### src/hw/rtl/cmt_pkg.sv
`default_nettype none

package cmt_pkg;

    // Sizes of the block; the register map fixes four tokens of eight characters.
    localparam int NUM_TOKENS    = 4;
    localparam int MAX_TOKEN_LEN = 8;
    localparam int TOK_W         = 2;   // token index
    localparam int TOK_CNT_W     = 3;   // token counter, holds NUM_TOKENS itself
    localparam int POS_W         = 3;   // match position below the token length
    localparam int LEN_W         = 4;   // token length 0..8
    localparam int CHAR_W        = 8;
    localparam int CODE_W        = 8;
    localparam int REG_IDX_W     = 3;
    localparam int CFG_DATA_W    = 64;
    localparam int TICK_W        = 32;
    localparam int CAP_W         = 9;

    // Commands of an input item.
    localparam logic [1:0] CMD_ARM   = 2'd0;
    localparam logic [1:0] CMD_CHAR  = 2'd1;
    localparam logic [1:0] CMD_TICK  = 2'd2;
    localparam logic [1:0] CMD_CLOSE = 2'd3;

    // Result status codes.
    localparam logic [2:0] ST_WAITING   = 3'd0;
    localparam logic [2:0] ST_MATCHED   = 3'd1;
    localparam logic [2:0] ST_TIMEOUT   = 3'd2;
    localparam logic [2:0] ST_ERROR     = 3'd3;
    localparam logic [2:0] ST_NOT_ARMED = 3'd4;

    // Configuration register indexes.
    localparam logic [REG_IDX_W-1:0] REG_PATTERN_0     = 3'd0;
    localparam logic [REG_IDX_W-1:0] REG_PATTERN_1     = 3'd1;
    localparam logic [REG_IDX_W-1:0] REG_PATTERN_2     = 3'd2;
    localparam logic [REG_IDX_W-1:0] REG_PATTERN_3     = 3'd3;
    localparam logic [REG_IDX_W-1:0] REG_LENGTHS       = 3'd4;
    localparam logic [REG_IDX_W-1:0] REG_TOKEN_CODES   = 3'd5;
    localparam logic [REG_IDX_W-1:0] REG_TIMEOUT       = 3'd6;
    localparam logic [REG_IDX_W-1:0] REG_CAPTURE_LIMIT = 3'd7;

    localparam logic [TICK_W-1:0] TIMEOUT_RESET = 32'd1000;

    typedef struct packed {
        logic [1:0]        command;
        logic [CHAR_W-1:0] char_value;
    } item_t;

    typedef struct packed {
        logic [2:0]        status;
        logic [CODE_W-1:0] token_code;
        logic [TOK_W-1:0]  token_index;
        logic              capture_valid;
        logic [CHAR_W-1:0] captured_char;
    } result_t;

    // Controller to datapath.
    typedef struct packed {
        logic take_item;
        logic exec;
        logic load;
        logic scan;
        logic load_out;
    } ctrl_cmd_t;

    // Datapath to controller.
    typedef struct packed {
        logic walk;
        logic tok_end;
        logic matched;
        logic tok_next;
    } dp_stat_t;

endpackage

`default_nettype wire

### src/hw/rtl/cmt_ctrl.sv
`default_nettype none

module cmt_ctrl
    import cmt_pkg::*;
(
    input  wire logic      clk,
    input  wire logic      rst_n,
    input  wire logic      item_valid,
    output logic           item_ready,
    output logic           result_valid,
    input  wire logic      result_ready,
    output ctrl_cmd_t      cmd,
    input  wire dp_stat_t  stat
);

    typedef enum logic [2:0] {
        S_IDLE,
        S_EXEC,
        S_LOAD,
        S_SCAN,
        S_FINISH
    } state_t;

    state_t state_reg, state_next;
    logic   result_valid_reg, result_valid_next;
    logic   out_free;

    always_comb
    begin
        out_free      = !result_valid_reg || result_ready;
        cmd           = '0;
        cmd.take_item = (state_reg == S_IDLE) && item_valid;
        cmd.exec      = (state_reg == S_EXEC);
        cmd.load      = (state_reg == S_LOAD);
        cmd.scan      = (state_reg == S_SCAN);
        cmd.load_out  = (state_reg == S_FINISH) && out_free;

        state_next = state_reg;
        unique case (state_reg)
            S_IDLE:
            begin
                if (item_valid)
                    state_next = S_EXEC;
            end
            S_EXEC:
            begin
                state_next = stat.walk ? S_LOAD : S_FINISH;
            end
            S_LOAD:
            begin
                state_next = stat.tok_end ? S_FINISH : S_SCAN;
            end
            S_SCAN:
            begin
                if (stat.matched)
                    state_next = S_FINISH;
                else if (stat.tok_next)
                    state_next = S_LOAD;
            end
            S_FINISH:
            begin
                if (out_free)
                    state_next = S_IDLE;
            end
            default:
            begin
                state_next = S_IDLE;
            end
        endcase

        if (cmd.load_out)
            result_valid_next = 1'b1;
        else if (result_ready)
            result_valid_next = 1'b0;
        else
            result_valid_next = result_valid_reg;
    end

    always_ff @(posedge clk or negedge rst_n)
    begin
        if (!rst_n)
        begin
            state_reg        <= S_IDLE;
            result_valid_reg <= 1'b0;
        end
        else
        begin
            state_reg        <= state_next;
            result_valid_reg <= result_valid_next;
        end
    end

    assign item_ready   = (state_reg == S_IDLE);
    assign result_valid = result_valid_reg;

endmodule

`default_nettype wire

### src/hw/rtl/cmt_dp.sv
`default_nettype none

module cmt_dp
    import cmt_pkg::*;
(
    input  wire logic                  clk,
    input  wire logic                  rst_n,
    input  wire logic                  cfg_write,
    input  wire logic [REG_IDX_W-1:0]  cfg_index,
    input  wire logic [CFG_DATA_W-1:0] cfg_data,
    input  wire item_t                 item,
    input  wire ctrl_cmd_t             cmd,
    output dp_stat_t                   stat,
    output result_t                    result
);

    function automatic logic [CHAR_W-1:0] chr_at(input logic [CFG_DATA_W-1:0] p,
                                                  input logic [POS_W-1:0] i);
        return p[{i, 3'b000} +: CHAR_W];
    endfunction

    // Configuration registers.
    logic [CFG_DATA_W-1:0]       pattern_reg [NUM_TOKENS];
    logic [NUM_TOKENS*LEN_W-1:0] lengths_reg;
    logic [NUM_TOKENS*CODE_W-1:0] codes_reg;
    logic [TICK_W-1:0]           timeout_reg;
    logic [CAP_W-1:0]            climit_reg;

    // Matcher state.
    logic [POS_W-1:0]     pos_reg [NUM_TOKENS];
    logic [POS_W-1:0]     pos_next [NUM_TOKENS];
    logic                 armed_reg, armed_next;
    logic [TICK_W-1:0]    elapsed_reg, elapsed_next;
    logic [CAP_W-1:0]     saved_reg, saved_next;

    // Working registers of the token walk.
    item_t                item_reg, item_next;
    logic [TOK_CNT_W-1:0] tok_reg, tok_next;
    logic [POS_W-1:0]     cur_pos_reg, cur_pos_next;
    logic [POS_W-1:0]     k_reg, k_next;
    result_t              res_reg, res_next;
    result_t              out_reg, out_next;

    logic [TOK_W-1:0]      tok_sel;
    logic [CFG_DATA_W-1:0] pat_cur;
    logic [LEN_W-1:0]      len_raw, len_cur;
    logic                  stale;
    logic                  same, hit, complete;
    logic [TICK_W-1:0]     elapsed_inc;

    always_comb
    begin
        tok_sel = tok_reg[TOK_W-1:0];
        pat_cur = pattern_reg[tok_sel];
        len_raw = lengths_reg[{tok_sel, 2'b00} +: LEN_W];
        len_cur = (len_raw > LEN_W'(MAX_TOKEN_LEN)) ? LEN_W'(MAX_TOKEN_LEN) : len_raw;
        stale   = {1'b0, pos_reg[tok_sel]} >= len_cur;

        // Candidate border of length k: prefix of k characters equals the last k matched.
        same = 1'b1;
        for (int j = 0; j < MAX_TOKEN_LEN; j++)
        begin
            if (POS_W'(j) < k_reg)
            begin
                if (chr_at(pat_cur, POS_W'(j)) !=
                    chr_at(pat_cur, POS_W'(cur_pos_reg - k_reg + POS_W'(j))))
                    same = 1'b0;
            end
        end
        hit      = same && (chr_at(pat_cur, k_reg) == item_reg.char_value);
        complete = (LEN_W'({1'b0, k_reg} + LEN_W'(1)) == len_cur);

        stat.walk     = (item_reg.command == CMD_CHAR) && armed_reg;
        stat.tok_end  = (tok_reg == TOK_CNT_W'(NUM_TOKENS)) || (len_cur == '0);
        stat.matched  = hit && complete;
        stat.tok_next = hit ? !complete : (k_reg == '0);

        elapsed_inc = (elapsed_reg == '1) ? elapsed_reg : elapsed_reg + TICK_W'(1);

        item_next    = cmd.take_item ? item : item_reg;
        pos_next     = pos_reg;
        armed_next   = armed_reg;
        elapsed_next = elapsed_reg;
        saved_next   = saved_reg;
        tok_next     = tok_reg;
        cur_pos_next = cur_pos_reg;
        k_next       = k_reg;
        res_next     = res_reg;
        out_next     = cmd.load_out ? res_reg : out_reg;

        if (cmd.exec)
        begin
            res_next = '0;
            tok_next = '0;
            if (item_reg.command == CMD_ARM)
            begin
                for (int t = 0; t < NUM_TOKENS; t++)
                    pos_next[t] = '0;
                elapsed_next = '0;
                saved_next   = '0;
                armed_next   = 1'b1;
            end
            else if (!armed_reg)
            begin
                res_next.status = ST_NOT_ARMED;
            end
            else
            begin
                case (item_reg.command)
                    CMD_TICK:
                    begin
                        elapsed_next = elapsed_inc;
                        if (elapsed_inc > timeout_reg)
                        begin
                            armed_next      = 1'b0;
                            res_next.status = ST_TIMEOUT;
                        end
                    end
                    CMD_CLOSE:
                    begin
                        armed_next      = 1'b0;
                        res_next.status = ST_ERROR;
                    end
                    default:
                    begin
                        if (({1'b0, saved_reg} + (CAP_W + 1)'(2)) < {1'b0, climit_reg})
                        begin
                            saved_next             = saved_reg + CAP_W'(1);
                            res_next.capture_valid = 1'b1;
                            res_next.captured_char = item_reg.char_value;
                        end
                    end
                endcase
            end
        end

        if (cmd.load)
        begin
            cur_pos_next = stale ? '0 : pos_reg[tok_sel];
            k_next       = stale ? '0 : pos_reg[tok_sel];
        end

        if (cmd.scan)
        begin
            if (hit && complete)
            begin
                armed_next           = 1'b0;
                res_next.status      = ST_MATCHED;
                res_next.token_code  = codes_reg[{tok_sel, 3'b000} +: CODE_W];
                res_next.token_index = tok_sel;
            end
            else if (hit)
            begin
                pos_next[tok_sel] = k_reg + POS_W'(1);
                tok_next          = tok_reg + TOK_CNT_W'(1);
            end
            else if (k_reg == '0)
            begin
                pos_next[tok_sel] = '0;
                tok_next          = tok_reg + TOK_CNT_W'(1);
            end
            else
            begin
                k_next = k_reg - POS_W'(1);
            end
        end
    end

    always_ff @(posedge clk or negedge rst_n)
    begin
        if (!rst_n)
        begin
            for (int t = 0; t < NUM_TOKENS; t++)
            begin
                pattern_reg[t] <= '0;
                pos_reg[t]     <= '0;
            end
            lengths_reg <= '0;
            codes_reg   <= '0;
            timeout_reg <= TIMEOUT_RESET;
            climit_reg  <= '0;
            armed_reg   <= 1'b0;
            elapsed_reg <= '0;
            saved_reg   <= '0;
            tok_reg     <= '0;
        end
        else
        begin
            if (cfg_write)
            begin
                unique case (cfg_index) inside
                    REG_PATTERN_0, REG_PATTERN_1, REG_PATTERN_2, REG_PATTERN_3:
                        pattern_reg[cfg_index[TOK_W-1:0]] <= cfg_data;
                    REG_LENGTHS:
                        lengths_reg <= cfg_data[NUM_TOKENS*LEN_W-1:0];
                    REG_TOKEN_CODES:
                        codes_reg <= cfg_data[NUM_TOKENS*CODE_W-1:0];
                    REG_TIMEOUT:
                        timeout_reg <= cfg_data[TICK_W-1:0];
                    REG_CAPTURE_LIMIT:
                        climit_reg <= cfg_data[CAP_W-1:0];
                    default:
                        climit_reg <= climit_reg;
                endcase
            end
            pos_reg     <= pos_next;
            armed_reg   <= armed_next;
            elapsed_reg <= elapsed_next;
            saved_reg   <= saved_next;
            tok_reg     <= tok_next;
        end
    end

    always_ff @(posedge clk)
    begin
        item_reg    <= item_next;
        cur_pos_reg <= cur_pos_next;
        k_reg       <= k_next;
        res_reg     <= res_next;
        out_reg     <= out_next;
    end

    assign result = out_reg;

endmodule

`default_nettype wire

### src/hw/rtl/multi_token_expect_matcher.sv
// Arm, tick, close and a character while disarmed pass through the execute step only;
// an armed character then walks the tokens tried, each with one load step and 1 to 8
// border steps, and the walk ends as soon as a token completes.
// One item at a time: the next is taken in the cycle after the result is loaded.
// Reset (rst_n, asynchronous, active low): block disarmed, timeout limit 1000, other config
// registers, counters and match positions zero, no result pending; the output is not reset.
`default_nettype none

module multi_token_expect_matcher
    import cmt_pkg::*;
(
    input  wire logic                  clk,
    input  wire logic                  rst_n,

    input  wire logic                  cfg_valid,
    output logic                       cfg_ready,
    input  wire logic [REG_IDX_W-1:0]  cfg_index,
    input  wire logic [CFG_DATA_W-1:0] cfg_data,

    input  wire logic                  item_valid,
    output logic                       item_ready,
    input  wire item_t                 item,

    output logic                       result_valid,
    input  wire logic                  result_ready,
    output result_t                    result
);

    // The controller sequences each item: an execute step that handles arm, tick,
    // close and the capture decision, then for an armed character a walk over the tokens
    // in list order. For each token one step loads its match position and then one
    // step per candidate border length tries the longest border first.
    ctrl_cmd_t cmd;
    dp_stat_t  stat;

    // Configuration transfers are always taken; the user must send them only while idle (not enforced).
    assign cfg_ready = 1'b1;

    cmt_ctrl u_ctrl (
        .clk          (clk),
        .rst_n        (rst_n),
        .item_valid   (item_valid),
        .item_ready   (item_ready),
        .result_valid (result_valid),
        .result_ready (result_ready),
        .cmd          (cmd),
        .stat         (stat)
    );

    // The datapath holds the registers, the matcher state and the output register,
    // so a finished result can wait while the next item is accepted.
    cmt_dp u_dp (
        .clk       (clk),
        .rst_n     (rst_n),
        .cfg_write (cfg_valid),
        .cfg_index (cfg_index),
        .cfg_data  (cfg_data),
        .item      (item),
        .cmd       (cmd),
        .stat      (stat),
        .result    (result)
    );

endmodule

`default_nettype wire
### config.mk
export PLATFORM = sky130hd
export DESIGN_NAME = multi_token_expect_matcher
export DESIGN_NICKNAME = d
export VERILOG_FILES = /design/src/hw/rtl/cmt_pkg.sv /design/src/hw/rtl/cmt_ctrl.sv /design/src/hw/rtl/cmt_dp.sv /design/src/hw/rtl/multi_token_expect_matcher.sv
export SDC_FILE = /design/constraint.sdc
export NUM_CORES = 1
export LEC_CHECK = 0
export BUFFER_PORTS_ARGS = -buffer_cell sky130_fd_sc_hd__buf_2
export CAP_MARGIN = 15
export CORE_ASPECT_RATIO = 1.2
export CORE_MARGIN = 1.5
export CORE_UTILIZATION = 45
export DETAILED_ROUTE_END_ITERATION = 8
export GPL_TIMING_DRIVEN = 0
export MAX_ROUTING_LAYER = met4
export PLACE_DENSITY = 0.6
export SYNTH_ARGS = -nofsm -noshare
export SYNTH_HDL_FRONTEND = slang
export SYNTH_SLANG_ARGS = --single-unit
### constraint.sdc
create_clock -name clk -period 6.06 [get_ports clk]
set_clock_uncertainty 0.15 [all_clocks]
set_input_delay 0.909 -clock clk [delete_from_list [all_inputs] [get_ports clk]]
set_output_delay 0.909 -clock clk [all_outputs]
set_load 0.02 [all_outputs]
Word-level counts from Yosys, hierarchy flattened --
Index checks and enable logic that the tools add are counted.
Word-level totals: word-level logic and storage cells 224, flip-flop bits (word level) 466
Operators by class: order comparisons 16, add/sub/neg operators 15, multiplexer cells 82, bitwise logic cells 6, shifts and indexed selects 11, reductions and logical operators 32, eq/ne operators 30
Operators with widths (count):
- $shiftx A64 B7 Y8 | 9
- $bwmux W256 | 1
- $mux W64 | 3
- $bmux W64 S2 | 1
- $demux W64 S2 | 1
- $mux W32 | 4
- $mux W12 | 6
- $mux W9 | 8
- $mux W3 | 22
- $ne A8 B8 Y1 | 8
- $add A32 B1 Y32 const B | 1
- $eq A32 B32 Y1 const B | 1
- $gt A32 B32 Y1 | 1
- $shiftx A32 B6 Y8 | 1
- $mux W13 | 2
- $mux W1 | 25
- $mux W22 | 1
- $eq A3 B3 Y1 const B | 6
- $shiftx A16 B5 Y4 | 1
- $pmux W3 S5 | 1
- $add A3 B3 Y3 const B | 4
- $and A12 B12 Y12 | 1
- $bwmux W12 | 1
- $eq A3 B2 Y1 const B | 4
- other kinds (45) | 79

Logic depth before layout (Yosys ltp) --
Gate-level depths: netlist (run 1).
word-level depth 27, gate-level depth with buffers 25

Modules after synthesis --
Synthesis (run 1) repeated with hierarchy kept, for this count alone.
Second synthesis, totals: cell total of the unflattened synthesis 2502, area total of the unflattened synthesis 31231.2 um^2
By module, submodules not included:
- cmt_dp | times used 1, area an instance 30943.4 um^2, cells each 2468
- cmt_ctrl | times used 1, area an instance 276.5 um^2, cells each 32
- multi_token_expect_matcher | times used 1, area an instance 11.3 um^2, cells each 2

Least setup slack after synthesis (run 1) --
OpenSTA, ideal clock, no wires.
path type register to register, from register u_dp.cur_pos_reg[0], to register u_dp.pos_reg[10] in the netlist's numbering, library setup time 0.121 ns, required time 5.789 ns, setup slack 0.081 ns, buffers on the path 8, data arrival time 5.708 ns, stages on the path, launching flop included 24, clock period less this slack 5.979 ns, cells stage by stage edfxtp_1 -> inv_1 -> ha_1 -> clkbuf_1 -> clkinv_1 -> buf_1 -> clkbuf_1 -> clkbuf_1 -> ha_1 -> clkbuf_1 -> buf_2 -> buf_2 -> buf_2 -> mux4_2 -> mux2i_1 -> o2111ai_1 -> o31ai_1 -> a31oi_1 -> a2111o_1 -> a211o_1 -> mux2i_1 -> o2bb2ai_1 -> a31oi_1 -> a22o_1
RTL lines:
- start: declaration | line cmt_dp.sv:39 | logic [POS_W-1:0] cur_pos_reg, cur_pos_next;
- start signal: assignment | line cmt_dp.sv:217 | cur_pos_reg <= cur_pos_next;
- end signal: assignment | line cmt_dp.sv:206 | pos_reg <= pos_next;
- end: declaration | line cmt_dp.sv:30 | logic [POS_W-1:0] pos_reg [NUM_TOKENS];

==> results by group, run 1 <==
Run status
  – Outcome: finished clean

Finish
  – Final std cells w/o fill: approximately 3400
  – Fillcell total: 5495
  – Core Util, Final: between 50 and 60%
  – Layout area overhead: 12.6%
  – Max reg flops: about 260
  – Area occupied by multi-input gates: roughly 0.016 mm²
  – Share of post-route cells with drive strength above 1: roughly 30%
  – Nets@finish: 2702
  – Sequential cell area: 0.0118 mm²

Placement
  – Final Wtd Congestion: 1.00
  – Place WS: -2.93 ns
  – Placed instance count: approximately 3300
  – Port Buffer Count: 101
  – HPWL Detailed: 76500 µm

Global route
  – Met1 Track Usage GR: 39.8%
  – Number of global-route vias before repair: 21900
  – Initial antenna violation count: 3
  – Largest net degree at the start of global routing: 122
  – First-pass GRT wire length: about 150000 µm
  – Global Route met3 Usage: 4.67%
  – Total track usage: about 33%
  – GR peak layer: met2
  – Met2 Use GR: 53.5%
  – Overflow after GRT: 0

Power
  – Total Power: 0.0177 W
  – Total power divided by cell area: 550 mW/mm²
  – Switching part of the total power: 44.9%
  – Leak Pwr: 13.3 nW
  – Internal power: 0.00975 W
  – Sw Pwr: between 0.007 and 0.008 W
  – Worst vdd ir: 0.337 mV
  – Clk pwr share: 17.0%
  – Gate power share: approximately three fifths
  – Seq pwr share: 24.6%

Setup path
  – Most frequent cell on the critical path: buf_6
  – Kind of critical path: register to register
  – Crit start category: register
  – Max stage delay on crit path: 0.52 ns
  – CP Capture Type: register
  – CP bufs+invs: 11
  – Largest delay share family, worst path: buffers and inverters
  – Slowest-stage cell, CP: a2111o_1
  – Data arrival, critical path: between 6 and 7 ns
  – CP max FO: 10
  – Req. time, crit path: 6.44 ns

Synth
  – Ys flop type: dfrtp_1
  – Post-Synth Simple-Gate Area: 7.18%
  – Library cells used by synthesis: 80
  – FF+latch count, synth: 466
  – Post-Syn Area: 0.0285 mm²
  – Synth cell count leaders: 400 x dfrtp_1, 372 x mux2_2, 142 x xnor2_1
  – Post-synth EDFFs: 44
  – Yosys warning count: 0
  – Post-Synth Adder-Cell Area: ~2.7%
  – Avg Cell Area, Syn: ~12 µm²
  – Top cell type by total area after synthesis: dfrtp_1
  – Synth Instances: 2399
  – Post-synthesis xor/xnor area fraction: 7.26%
  – Count leader, synth: dfrtp_1
  – Asr flop ratio synth: 87.1%
  – Syn nets: 2542
  – Main combinational cell family by area after synthesis: multiplexers
  – Ranking of synthesized cells by area: dfrtp_1 35%, mux2_2 15%, mux4_2 10%
  – Complex-gate fraction of the synthesized area: 8.43%
  – Synth top area share: 35.1%
  – Post-synthesis mux area share: 29.4%
  – Seq/Total Area, Yosys: about two fifths

Worst hold path
  – Hold crit path type: input pin to async pin

Clock tree
  – Skew-Pair Late Insertion Delay: approximately 0.64 ns
  – Clk Tree Root Cell: clkbuf_16
  – CTS tree: done
  – Num CTS Buffers: 50
  – Clock buffer depth: 3
  – CTS clk-pin slew, worst paths: roughly 0.060 ns
  – CTS Sinks: 466
  – H-tree Lvls: 2

Floorplanning
  – Die Y: roughly 280 µm
  – Starting Density: 45.7%
  – DIE WIDTH: 233 µm
  – Total die area: 0.0650 mm²
  – # IOs: 107
  – Rows: 100
  – Core footprint: 0.0624 mm²

STA
  – Max Clock Freq: 0.167 GHz
  – Fin crit share: 98.5%
  – Relative slew slack: 24.0%
  – Setup Viol. Count Final: 0
  – Endpoints failing hold: 0
  – RSZ-0062 raised after global routing: no
  – Slack of the critical path: just under 0.09 ns
  – Fin crit period: 5.97 ns
  – WHS: 0.182 ns
  – Max-slew violation count: 0
  – Worst-Margin Slew: between 1 and 1.5 ns

Drt
  – Initial DRC Count: roughly 2100
  – DR vias: 21600
  – Vias per inst: between 6 and 7
  – Routed WL: 103000 µm
  – DRC: 0
  – DR WL/cell: roughly 30 µm
  – Detail Route Antenna Nets: 0
  – Drt first pass iters: 8

Job
  – Max-cap violation count: 0
## final timing paths
| kind | from | to | slack (ns) | cells past startpoint |
|---|---|---|---|---|
| setup / recovery | u_dp.cur_pos_reg[0]$_DFFE_PN_ | u_dp.res_reg[9]$_DFF_P_ | 0.09 | 25 |
| hold / removal | rst_n | u_dp.elapsed_reg[28]$_DFFE_PN0P_ | 0.18 | 2 |
| setup reg to reg | u_dp.cur_pos_reg[0]$_DFFE_PN_ | u_dp.res_reg[9]$_DFF_P_ | 0.09 | 25 |
| hold reg to reg | u_dp.res_reg[2]$_SDFFCE_PP0P_ | u_dp.result[2]$_DFFE_PP_ | 0.27 | 0 |
| max in group asynchronous | rst_n | u_dp.pattern_reg[164]$_DFFE_PN0P_ | 4.34 | 3 |
| min in group clk | u_dp.res_reg[2]$_SDFFCE_PP0P_ | u_dp.result[2]$_DFFE_PP_ | 0.27 | 0 |
## through the flow
step / instance area (µm²) / setup TNS (ns)
5_1_grt: 32200 / 0
3_3_place_gp: 30100 / -1668.03
6_report: 32200 / 0
3_5_place_dp: 30200 / -91.73
4_1_cts: 32100 / 0
2_1_floorplan: 28500 / 0
## per-layer routing
metal | vias up | part of all wire, %
met4 | 0 | 6.0
met3 | 276 | 6.1
met5 | - | 0
met2 | 948 | 49
met1 | 11200 | 39
li1 | 9206 | -
## placed cells by master, fill, tap and decap left out, types with 28 or more instances in the layout
master | synthesis | routed
clkbuf_16 | 0 | 51
o21ai_0 | 72 | 72
mux4_2 | 127 | 127
buf_2 | 35 | 125
ha_1 | 60 | 59
mux2i_1 | 134 | 128
xor2_1 | 92 | 91
dfrtp_1 | 400 | 400
clkbuf_1 | 116 | 119
mux2_2 | 372 | 372
nand3_1 | 41 | 41
nand2_1 | 108 | 108
edfxtp_1 | 44 | 44
nor2_1 | 75 | 75
a22o_1 | 34 | 34
a22oi_1 | 33 | 28
nor3_1 | 36 | 35
a21oi_1 | 56 | 55
xnor2_1 | 142 | 142
inv_1 | 66 | 65
## logic make-up (layout without fill, tap and decap cells)
logic type	after synthesis	after routing
and+or+nand+nor	405	405
other	1	4
DFF	466	466
AOI/OAI and AO/OA	351	351
xor gates and xnor gates	235	235
muxes	633	633
adders and majority gates	61	61
buffers and inverters	247	443
## worst reg2reg max path, delay by kind of cell, from the launching register on
kind / cells / cell delay (ns)
AO/OA/AOI/OAI: 6 / 1.82
AND/OR/NAND/NOR: 4 / 0.68
flip-flops: 1 / 0.32
XOR/XNOR: 1 / 0.21
multiplexers: 1 / 0.11
buffers and inverters: 11 / 1.90
adder cells (fa/ha/maj): 2 / 0.71
## final cells by class
class,instances,area share [%]
inverters,70,0.833
flip-flops and latches,466,36.7
diodes,3,0.0233
well taps,816,3.17
clock buffers,72,4.40
repair buffers,111,2.11
clock inverters,16,0.506
multi-input cells,1686,49.4
plain buffers,174,2.82
## power groups by stage
stage	Clock, W	Sequential, W	Combinational (W)
6_report	0.00300	0.00435	0.0103
5_1_grt	0.00318	0.00442	0.0108
4_1_cts	0.00304	0.00433	0.0101
3_5_place_dp	0	0.00438	0.00975
3_3_place_gp	0	0.00433	0.00970
2_1_floorplan	0	0.00422	0.00673
## timing repair
action / CTS / global route
hold buffers: 0 / 0
gates resized for setup: 83 / 14
endpoints found under the setup margin: 35 / 32
pin swaps: 5 / 2
buffers inserted: 4 / 0
(Power assumes the default switching activity.)
==> run 2: changes to the inputs <==
--- a/config.mk
+++ b/config.mk
@@ -14,6 +14,7 @@
 export GPL_TIMING_DRIVEN = 0
 export MAX_ROUTING_LAYER = met4
 export PLACE_DENSITY = 0.6
+export SETUP_SLACK_MARGIN = 0.3
 export SYNTH_ARGS = -nofsm -noshare
 export SYNTH_HDL_FRONTEND = slang
 export SYNTH_SLANG_ARGS = --single-unit
==> run 2 against run 1 <==
Compared with the run above: via count up 1.2%; worst hold slack worse by 0.11 ns; combinational power increased by 6%; sequential share of layout area is 0.66 points lower; register-to-register slack better by 0.11 ns; flip-flop and latch count unchanged; utilization rose by 0.94 points; die area did not move; sequential power about the same; critical endpoint is now u_dp.tok_reg[1]$_DFF_PN0_; largest cell class unchanged.
==> results by group, run 2 (synthesized netlist as in run 1, its figures left out) <==
Global route
  – Number of global-route vias before repair: 22300
  – Largest net degree at the start of global routing: 121
  – Overflow after GRT: 0
  – Total track usage: 33.7%
  – First-pass GRT wire length: 154000 µm
  – Initial antenna violation count: 4

STA
  – Fin crit share: 96.7%
  – Worst-Margin Slew: roughly 1.1 ns
  – RSZ-0062 raised after global routing: no
  – Slack of the critical path: 0.198 ns
  – Endpoints failing hold: 0
  – Setup Viol. Count Final: 0
  – Max-slew violation count: 0
  – Max Clock Freq: 0.171 GHz
  – Final setup TNS: 0 ns
  – Fin crit period: 5.86 ns
  – Relative slew slack: 25.8%

Finish
  – Fillcell total: ~5500
  – Most common cell after layout, fill and taps aside: dfrtp_1
  – Max reg flops: 256
  – Layout area overhead: 14.7%
  – Nets@finish: 2730
  – Share of post-route cells with drive strength above 1: between 30% and 40%
  – Most frequent cells in the layout: 400 x dfrtp_1, 372 x mux2_2, 141 x xnor2_1
  – Core Util, Final: 52.4%
  – Final std cells w/o fill: approximately 3400

Clock tree
  – CTS tree: done
  – H-tree Lvls: 2
  – Num CTS Buffers: just over 50
  – Clk Tree Root Cell: clkbuf_16
  – Skew-Pair Late Insertion Delay: approximately 0.64 ns
  – CTS clk-pin slew, worst paths: 0.06 ns
  – CTS Sinks: about 470
  – Clock buffer depth: 3

Drt
  – DR WL/cell: 30.7 µm
  – Detail Route Antenna Nets: 0
  – Drt first pass iters: 5
  – DRC: 0
  – DR vias: about 22000
  – Routed WL: 106000 µm
  – Initial DRC Count: 2196
  – Vias per inst: ~6.3

Setup path
  – Reg2reg start: u_dp.tok_reg[1]$_DFF_PN0_
  – CP Capture Type: register
  – Req. time, crit path: 6.41 ns
  – Worst r2r dst: u_dp.tok_reg[1]$_DFF_PN0_
  – CP max FO: 10
  – Crit start category: register
  – R2R setup slack: between 0.15 and 0.2 ns
  – Register-to-Register Path Depth: 15
  – Data arrival, critical path: 6.21 ns
  – Kind of critical path: register to register

Placement
  – Port Buffer Count: 101
  – HPWL Detailed: 77700 µm
  – Place WS: -2.67 ns
  – Final Wtd Congestion: 0.990
  – Placed instance count: 3321

Floorplanning
  – Core footprint: 0.0624 mm²
  – # IOs: 107
  – Rows: 100
  – Total die area: 0.0650 mm²
  – DIE WIDTH: 233 µm
  – Starting Density: 45.7%
  – Die Y: 279 µm

Worst hold path
  – Hold crit path type: input pin to async pin

Power
  – Leak Pwr: 13.5 nW
  – Worst vdd ir: 0.346 mV
  – Total power divided by cell area: 566 mW/mm²

Run status
  – Outcome: finished clean

Job
  – Max-cap violation count: 0
run 2: changes by cell type in the layout (fill, tap and decap cells not counted), moves of 3 or more:
cell       previous run  this run
buf_12                1         5
buf_4                15        37
bufinv_16             1         5
clkbuf_1            119       115
clkbuf_16            51        55
mux2i_4               2         5
o21ai_0              72        69
o21ai_1               0         3
run 2: critical path, stage by stage, from the launching register on:
cell and delay, ns:
dfrtp_1 0.42, buf_2 0.35, buf_2 0.37, buf_2 0.47
mux4_2 0.37, clkbuf_1 0.74, o21ai_0 0.25, nor3_1 0.34
a221oi_1 0.19, or4_1 0.68, a211o_4 0.42, mux2i_4 0.20
o2bb2ai_4 0.33, buf_6 0.15, a211oi_1 0.06, a31o_2 0.24
run 2: timing repair:
action / CTS / global route
cloned: 0 / 0
pin swaps: 10 / 12
setup buffers: 15 / 16
endpoints found under the setup margin: 38 / 29
gates resized for setup: 117 / 30
hold buffers: 0 / 0
run 2: area by class of cell:
cell class / instances / area (µm²) / area share, %
Tap cell: 816 / 1020 / 3.12
Buffer: 175 / 1030 / 3.13
Inverter: 70 / 280 / 0.856
Timing Repair Buffer: 137 / 861 / 2.63
Clock buffer: 74 / 1460 / 4.47
Multi-Input combinational cell: 1686 / 16000 / 48.8
Clock inverter: 21 / 285 / 0.871
Sequential cell: 466 / 11800 / 36.1
Antenna cell: 2 / 5.00 / 0.0153
run 2: how the worst max path moves through the flow:
stage                                        startpoint                           endpoint  cells after the start
after floorplan           u_dp.cur_pos_reg[0]$_DFFE_PN_          u_dp.pos_reg[6]$_DFF_PN0_                     23
after global placement                            rst_n  u_dp.pattern_reg[100]$_DFFE_PN0P_                      1
after detailed placement  u_dp.cur_pos_reg[0]$_DFFE_PN_          u_dp.pos_reg[8]$_DFF_PN0_                     24
after CTS                     u_dp.tok_reg[1]$_DFF_PN0_          u_dp.pos_reg[6]$_DFF_PN0_                     16
after global routing      u_dp.cur_pos_reg[0]$_DFFE_PN_          u_dp.tok_reg[1]$_DFF_PN0_                     24
final                         u_dp.tok_reg[1]$_DFF_PN0_          u_dp.tok_reg[1]$_DFF_PN0_                     15
run 2: per-layer routing:
| layer | wire length (µm) | track usage [%] | up-vias |
|---|---|---|---|
| met2 | 52000 | 56.0 | 938 |
| met1 | 41000 | 39.7 | 11300 |
| met3 | 6460 | 4.88 | 297 |
| met5 | 0 | - | - |
| li1 | - | - | 9296 |
| met4 | 6590 | 17.5 | 0 |
run 2: report_power, final:
group | switching (W) | internal [W] | leakage (nW)
sequential | 0.000506 | 0.00382 | 5.51
combinational | 0.00635 | 0.00458 | 7.15
clock | 0.00136 | 0.00190 | 0.848
run 2: per-stage QoR:
| step | cell area (µm²) | total power (W) | hold WS [ns] |
|---|---|---|---|
| final | 32700 | 0.0185 | 0.0756 |
| after global routing | 32700 | 0.0192 | 0.142 |
| after CTS | 32500 | 0.0182 | 0.126 |
| after detailed placement | 30200 | 0.0142 | 0.255 |
| after global placement | 30100 | 0.0141 | 0.253 |
| after floorplan | 28600 | 0.0110 | 0.250 |
